$ cat src/imu_cf_pkg.sv
// Shared types, constants and helper functions of the IMU complementary filter.
// No dependencies; the controller, datapath and top level import this package.
`default_nettype none
package imu_cf_pkg;

   localparam int CordicStepsDefault = 16;
   localparam int AtanEntries        = 24;
   localparam int IterIdxWidth       = $clog2(AtanEntries);

   localparam logic signed [33:0] PiQ24    = 34'sd52707179;
   localparam logic signed [33:0] TwoPiQ24 = 34'sd105414358;
   localparam logic [32:0]        RateK    = 33'd1144448;
   localparam logic [22:0]        MsK      = 23'd4294967;
   localparam logic [32:0]        InvGain  = 33'd39797;
   localparam logic [6:0]         StepMax  = 7'd100;
   localparam logic [6:0]         StepDflt = 7'd10;

   localparam int BiasWidth   = 20;
   localparam int WeightWidth = 16;
   localparam logic [WeightWidth-1:0] WeightReset = 16'd64225;

   typedef enum logic [0:0] {
      CSR_GYRO_Z_BIAS  = 1'b0,
      CSR_BLEND_WEIGHT = 1'b1
   } csr_index_type;

   typedef enum logic [4:0] {
      OP_NONE, OP_LOAD, OP_MUL_RZ, OP_MUL_RX, OP_MUL_RY, OP_MUL_DZ, OP_YAW, OP_DX, OP_DY,
      OP_CINIT_ROLL, OP_CITER, OP_CMAG, OP_CINIT_PITCH, OP_BLEND_P1, OP_BLEND_P2,
      OP_BLEND_P3, OP_BLEND_R2, OP_BLEND_R3, OP_OUT
   } op_type;

   typedef struct packed {
      op_type                  op;
      logic [IterIdxWidth-1:0] idx;
   } cmd_type;

   // Arctangent of 2^-i in Q24 radians.
   function automatic logic signed [27:0] atan_q24(input logic [IterIdxWidth-1:0] i);
      logic signed [27:0] r;
      case (i)
         5'd0:  r = 28'sd13176795;
         5'd1:  r = 28'sd7778716;
         5'd2:  r = 28'sd4110060;
         5'd3:  r = 28'sd2086331;
         5'd4:  r = 28'sd1047214;
         5'd5:  r = 28'sd524117;
         5'd6:  r = 28'sd262123;
         5'd7:  r = 28'sd131069;
         5'd8:  r = 28'sd65536;
         5'd9:  r = 28'sd32768;
         5'd10: r = 28'sd16384;
         5'd11: r = 28'sd8192;
         5'd12: r = 28'sd4096;
         5'd13: r = 28'sd2048;
         5'd14: r = 28'sd1024;
         5'd15: r = 28'sd512;
         5'd16: r = 28'sd256;
         5'd17: r = 28'sd128;
         5'd18: r = 28'sd64;
         5'd19: r = 28'sd32;
         5'd20: r = 28'sd16;
         5'd21: r = 28'sd8;
         5'd22: r = 28'sd4;
         5'd23: r = 28'sd2;
         default: r = 28'sd0;
      endcase
      return r;
   endfunction

   // Q24 value to Q4.12 output with saturation.
   function automatic logic [16:0] out17(input logic signed [33:0] v);
      logic signed [21:0] q;
      q = v[33:12];
      if (q > 22'sd65535) begin
         return 17'h0FFFF;
      end else if (q < -22'sd65536) begin
         return 17'h10000;
      end
      return q[16:0];
   endfunction

   // Saturate a blended value to 32 bit signed.
   function automatic logic [31:0] sat32(input logic signed [35:0] v);
      if (v > 36'sd2147483647) begin
         return 32'h7FFF_FFFF;
      end else if (v < -36'sd2147483648) begin
         return 32'h8000_0000;
      end
      return v[31:0];
   endfunction

endpackage
`default_nettype wire

$ cat src/imu_cf_ctrl.sv
// Sequencer of the IMU complementary filter: walks the datapath through one sample.
// Depends on imu_cf_pkg; drives imu_cf_dpath through cmd_type.
`default_nettype none
module imu_cf_ctrl
   import imu_cf_pkg::*;
#(
   parameter int CORDIC_STEPS = CordicStepsDefault
)
(
   input  wire logic clock,
   input  wire logic reset,
   input  wire logic req_valid,
   output logic      req_ready,
   output logic      rsp_valid,
   input  wire logic rsp_ready,
   output cmd_type   cmd
);

   localparam int Iters = (CORDIC_STEPS > AtanEntries) ? AtanEntries : CORDIC_STEPS;
   localparam logic [IterIdxWidth-1:0] LastIter = IterIdxWidth'(Iters - 1);

   typedef enum logic [5:0] {
      S_IDLE  = 6'b000001,
      S_PRE   = 6'b000010,
      S_RITER = 6'b000100,
      S_MID   = 6'b001000,
      S_PITER = 6'b010000,
      S_POST  = 6'b100000
   } state_type;

   state_type state_ff, state_in;
   logic [IterIdxWidth-1:0] cnt_ff, cnt_in;
   logic rsp_valid_ff, rsp_valid_in;
   logic slot_free;

   assign slot_free = !rsp_valid_ff || rsp_ready;
   assign req_ready = (state_ff == S_IDLE);
   assign rsp_valid = rsp_valid_ff;

   always_comb begin
      state_in = state_ff;
      cnt_in   = cnt_ff + 1'b1;
      cmd.op   = OP_NONE;
      cmd.idx  = cnt_ff;
      case (state_ff)
         S_IDLE: begin
            cnt_in = '0;
            if (req_valid) begin
               cmd.op   = OP_LOAD;
               state_in = S_PRE;
            end
         end
         S_PRE: begin
            case (cnt_ff)
               5'd0: cmd.op = OP_MUL_RZ;
               5'd1: cmd.op = OP_MUL_RX;
               5'd2: cmd.op = OP_MUL_RY;
               5'd3: cmd.op = OP_MUL_DZ;
               5'd4: cmd.op = OP_YAW;
               5'd5: cmd.op = OP_DX;
               5'd6: cmd.op = OP_DY;
               default: begin
                  cmd.op   = OP_CINIT_ROLL;
                  cnt_in   = '0;
                  state_in = S_RITER;
               end
            endcase
         end
         S_RITER: begin
            cmd.op = OP_CITER;
            if (cnt_ff == LastIter) begin
               cnt_in   = '0;
               state_in = S_MID;
            end
         end
         S_MID: begin
            if (cnt_ff == '0) begin
               cmd.op = OP_CMAG;
            end else begin
               cmd.op   = OP_CINIT_PITCH;
               cnt_in   = '0;
               state_in = S_PITER;
            end
         end
         S_PITER: begin
            cmd.op = OP_CITER;
            if (cnt_ff == LastIter) begin
               cnt_in   = '0;
               state_in = S_POST;
            end
         end
         S_POST: begin
            case (cnt_ff)
               5'd0: cmd.op = OP_BLEND_P1;
               5'd1: cmd.op = OP_BLEND_P2;
               5'd2: cmd.op = OP_BLEND_P3;
               5'd3: cmd.op = OP_BLEND_R2;
               5'd4: cmd.op = OP_BLEND_R3;
               default: begin
                  // Hold until the output register is free or being emptied.
                  cnt_in = cnt_ff;
                  if (slot_free) begin
                     cmd.op   = OP_OUT;
                     state_in = S_IDLE;
                  end
               end
            endcase
         end
         default: begin
            state_in = S_IDLE;
         end
      endcase
   end

   always_comb begin
      rsp_valid_in = rsp_valid_ff && !rsp_ready;
      if (cmd.op == OP_OUT) begin
         rsp_valid_in = 1'b1;
      end
   end

   always_ff @(posedge clock) begin
      if (reset) begin
         state_ff     <= S_IDLE;
         cnt_ff       <= '0;
         rsp_valid_ff <= 1'b0;
      end else begin
         state_ff     <= state_in;
         cnt_ff       <= cnt_in;
         rsp_valid_ff <= rsp_valid_in;
      end
   end

   a_accept_starts: assert property (@(posedge clock) disable iff (reset)
      req_valid && req_ready |=> state_ff == S_PRE && cnt_ff == '0)
      else $error("accepted transaction did not start the sequence");

   a_out_slot_free: assert property (@(posedge clock) disable iff (reset)
      cmd.op == OP_OUT |-> slot_free)
      else $error("result written over a pending transaction");

   a_iter_bound: assert property (@(posedge clock) disable iff (reset)
      (state_ff == S_RITER || state_ff == S_PITER) |-> cnt_ff <= LastIter)
      else $error("CORDIC iteration index out of range");

endmodule
`default_nettype wire

$ cat config.mk
export PLATFORM = sky130hd
export DESIGN_NAME = imu_cf_ctrl
export DESIGN_NICKNAME = d
export VERILOG_FILES = /design/src/imu_cf_pkg.sv /design/src/imu_cf_ctrl.sv
export SDC_FILE = /design/constraint.sdc
export NUM_CORES = 1
export LEC_CHECK = 0
export BUFFER_PORTS_ARGS = -buffer_cell sky130_fd_sc_hd__buf_2
export CORE_AREA = 2 2 55 57
export DETAILED_ROUTE_END_ITERATION = 6
export DIE_AREA = 0 0 57 59
export GPL_TIMING_DRIVEN = 1
export HOLD_SLACK_MARGIN = 0.03
export PLACE_DENSITY = 0.6
export SLEW_MARGIN = 5
export SYNTH_ARGS = -nofsm -noshare
export SYNTH_HDL_FRONTEND = slang
export SYNTH_SLANG_ARGS = --single-unit
export TNS_END_PERCENT = 30
$ cat constraint.sdc
create_clock -name clock -period 2.6 [get_ports clock]
set_input_delay 0.78 -clock clock [delete_from_list [all_inputs] [get_ports clock]]
set_output_delay 0.78 -clock clock [all_outputs]
set_load 0.05 [all_outputs]
==> impl_results.md <==
* Status: finished with violations
* Failing checks: setup timing
* Mean Syn Cell Area at 8.00 um2
* Drt drc at 0
* Fin Setup TNS at -0.0295 ns
* Final Cycle Share at 101%
* Pin count of the biggest net entering global routing at 12
* Clock-pin slew on the worst setup and hold paths at 0.07 ns
* TritonCTS clock tree: yes
* Pwr dens at 468 nW/um2
* Sequential fraction of design power at 31.9%
* CP endpoint: cmd[9]
* Root Driver: clkbuf_4
* Crit-path slowest cell: or3_4
* WL final at 2.86 mm
* Combinational Power Share at 43.4%
* Num rows at 19
* Max-slew headroom at 58.0%
* Die H at 59 um
* Pre-CTS setup slack at 0.0236 ns
* Seq. cell area at 244 um2
* Fin. Hold Viols at 0
* Ys Warns at 0
* First-pass DRT Iterations at 4
* GRT overflow at 0
* Post-synthesis sequential area ratio at 22.9%
* Layout Cells excl Fill at 191
* Asr flop ratio synth at 0%
* Die width at 57 um
* Synth Cell Area at 1050 um2
* Path depth of the worst reg2reg path at 7
* CTS max path bufs at 2
* Most common cell after layout, fill and taps aside: buf_4
* # nets final at 171
* FILL cells at 273
* Max Fanout on Critical Path at 3
* Vias at 1099
* Num CTS Buffers at 3
* Gr usage total at 17.4%
* # Max-Cap Violations at 0
* Peak Freq at 380 MHz
* Initial drt markers at 39
* Vias in the first global route at 1044
* Synth unique cells at 48
* Final worst path period need at 2.63 ns
* Boundary pin count at 16
* Ys flop type: dfxtp_1
* CP required at 1.82 ns
* Gate Count Post-Synth at 131
* Placed instance area at 1220 um2
* Vias per Instance at 5.75
* Initial antenna violation count at 0
* Commonest cells after routing, fill and taps aside: 17 x buf_4, 15 x nor2_1, 10 x buf_2
* Worst Setup SP: cnt_ff[0]$_SDFFE_PP0P_
* Dpl cells at 183
* Sw power at 0.000246 W
* Clk pwr share at 24.7%
* Synth top area share at 22.9%
* HP Class: reg -> reg
* Share of cells above drive strength 1 at 38.1%
* Multi-input logic area at 802 um2
* Setup slack, reg-to-reg at 0.27 ns
* Leak at 0.586 nW
* Sw Ratio at 38.3%
* Number of enable flip-flop cells after synthesis at 0
* Pins Over Slew Limit at 0
* Cell Chain, Critical Path: inv_1 -> ha_2 -> or3_4 -> and2_4 -> nand2b_4 -> a21oi_4 -> buf_6
* Startpoint class of the critical path: register
* Worst Clk Skew at 0.0161 ns
* Worst stage delay on the critical path at 0.39 ns
* Crit. End Element: output pin
* Starting density of the core at 38.7%
* Final setup margin at -0.0289 ns
* First-pass GRT wire length at 4.61 mm
* Synth area leader: dfxtp_1
* Critical path class: reg -> out
* RSZ-0062 raised after global routing: yes
* Drt wl/cell at 15.0 um
* Worst slew pin tran at 0.624 ns
* CTS Sinks at 12
* Core Box Area at 2710 um2
* # port buffers at 15
* Skew-Pair Late Insertion Delay at 0.29 ns
* Synth area leaders: dfxtp_1 23%, ha_1 7.2%, nor2_1 5.7%
* Final ANT Viol Nets at 0
* Fin area at 1370 um2
* N_diodes at 0
* Die ar. at 3360 um2
* Hold_buf cts at 0
* Fin util at 50.7%
* # H-tree levels at 1
* RePlAce Congestion at 0.858
* Maximum VDD drop at 0.317 mV
* Final HPWL DP at 2.14 mm
* Worst path arrival time at 1.85 ns
* Internal at 0.000397 W
* Final setup viols at 2
* Yosys reg bits at 12
* Worst R2R End: state_ff[2]$_SDFFE_PP0P_
* Syn_nets at 141
* Reg2Reg Launch Point: cnt_ff[0]$_SDFFE_PP0P_
* Area growth, synth to finish at 31.0%
==> power by group through the flow <==
stage	Sequential [W]	Clock [W]	Combinational [W]
after global placement	0.000209	0	0.000240
after global routing	0.000207	0.000165	0.000303
after floorplan	0.000225	0	0.000173
final	0.000205	0.000159	0.000279
after detailed placement	0.000209	0	0.000243
after CTS	0.000205	0.000157	0.000268
==> through the flow <==
step                total power, W  hold WS, ns
floorplan                 0.000398        0.600
global placement          0.000449        0.560
detailed placement        0.000452        0.571
CTS                       0.000630        0.585
global route              0.000675        0.638
finish                    0.000643        0.593
==> state kept, by name, indices dropped and copies added (netlist names) <==
| register | cells |
|---|---|
| cnt_ff | 5 |
| rsp_valid | 1 |
| state_ff | 6 |
==> what timing repair did <==
item                                    4_1_cts  5_1_grt
endpoints found under the setup margin        5        5
setup buffers                                 1        3
pin swaps                                     2        3
gates resized for setup                      16        7
hold endpoints to repair                      0        0
==> cell families (layout without fill, tap and decap cells) <==
group / Yosys count / count (layout) / synth area share [%]
AND/OR/NAND/NOR: 64 / 64 / 35.1
AO/OA/AOI/OAI: 31 / 31 / 21.7
flip-flops: 12 / 12 / 22.9
buffers and inverters: 12 / 41 / 7.88
adder cells (fa/ha/maj): 6 / 6 / 7.16
XOR/XNOR: 5 / 5 / 4.18
multiplexers: 1 / 1 / 1.07
==> critical path: cells and delay by family, from the launching register on <==
family / cells / cell delay (ns)
simple gates: 3 / 0.69
flops: 1 / 0.35
buf+inv: 2 / 0.23
fa+ha+maj: 1 / 0.19
compound gates: 1 / 0.12
==> cell type report <==
| type | instances | area share [%] |
|---|---|---|
| flip-flops and latches | 12 | 17.8 |
| repair buffers | 32 | 17.0 |
| well taps | 31 | 2.82 |
| multi-input cells | 107 | 58.4 |
| clock buffers | 4 | 2.64 |
| inverters | 5 | 1.37 |
==> synthesized netlist by cell type (4+ instances only) <==
| library cell | instances |
|---|---|
| dfxtp_1 | 12 |
| inv_1 | 5 |
| nor3_1 | 4 |
| nor4_1 | 5 |
| buf_6 | 4 |
| ha_1 | 6 |
| a21oi_1 | 6 |
| nor2b_1 | 4 |
| nand2_1 | 8 |
| nor2_1 | 16 |
| nand3_1 | 4 |
| o21ai_0 | 5 |
| nand2b_1 | 4 |
==> per-layer routing <==
metal / track usage (%) / part of all wire (%) / up-vias
met5: 0 / 0 / -
met4: 8.97 / 3.0 / 0
met3: 3.06 / 5.7 / 11
met2: 28.2 / 47 / 38
met1: 22.3 / 44 / 513
li1: - / - / 537
==> worst min path at each step <==
stage / cells after the start / to / startpoint
after detailed placement: 2 / cnt_ff[4]$_SDFFE_PP0P_ / cnt_ff[4]$_SDFFE_PP0P_
after global placement: 2 / cnt_ff[4]$_SDFFE_PP0P_ / cnt_ff[4]$_SDFFE_PP0P_
final: 2 / cnt_ff[4]$_SDFFE_PP0P_ / cnt_ff[4]$_SDFFE_PP0P_
after floorplan: 3 / state_ff[4]$_SDFFE_PP0P_ / state_ff[4]$_SDFFE_PP0P_
after global routing: 2 / cnt_ff[4]$_SDFFE_PP0P_ / cnt_ff[4]$_SDFFE_PP0P_
after CTS: 2 / cnt_ff[4]$_SDFFE_PP0P_ / cnt_ff[4]$_SDFFE_PP0P_
Note: power is estimated with default switching activity, not from simulation.
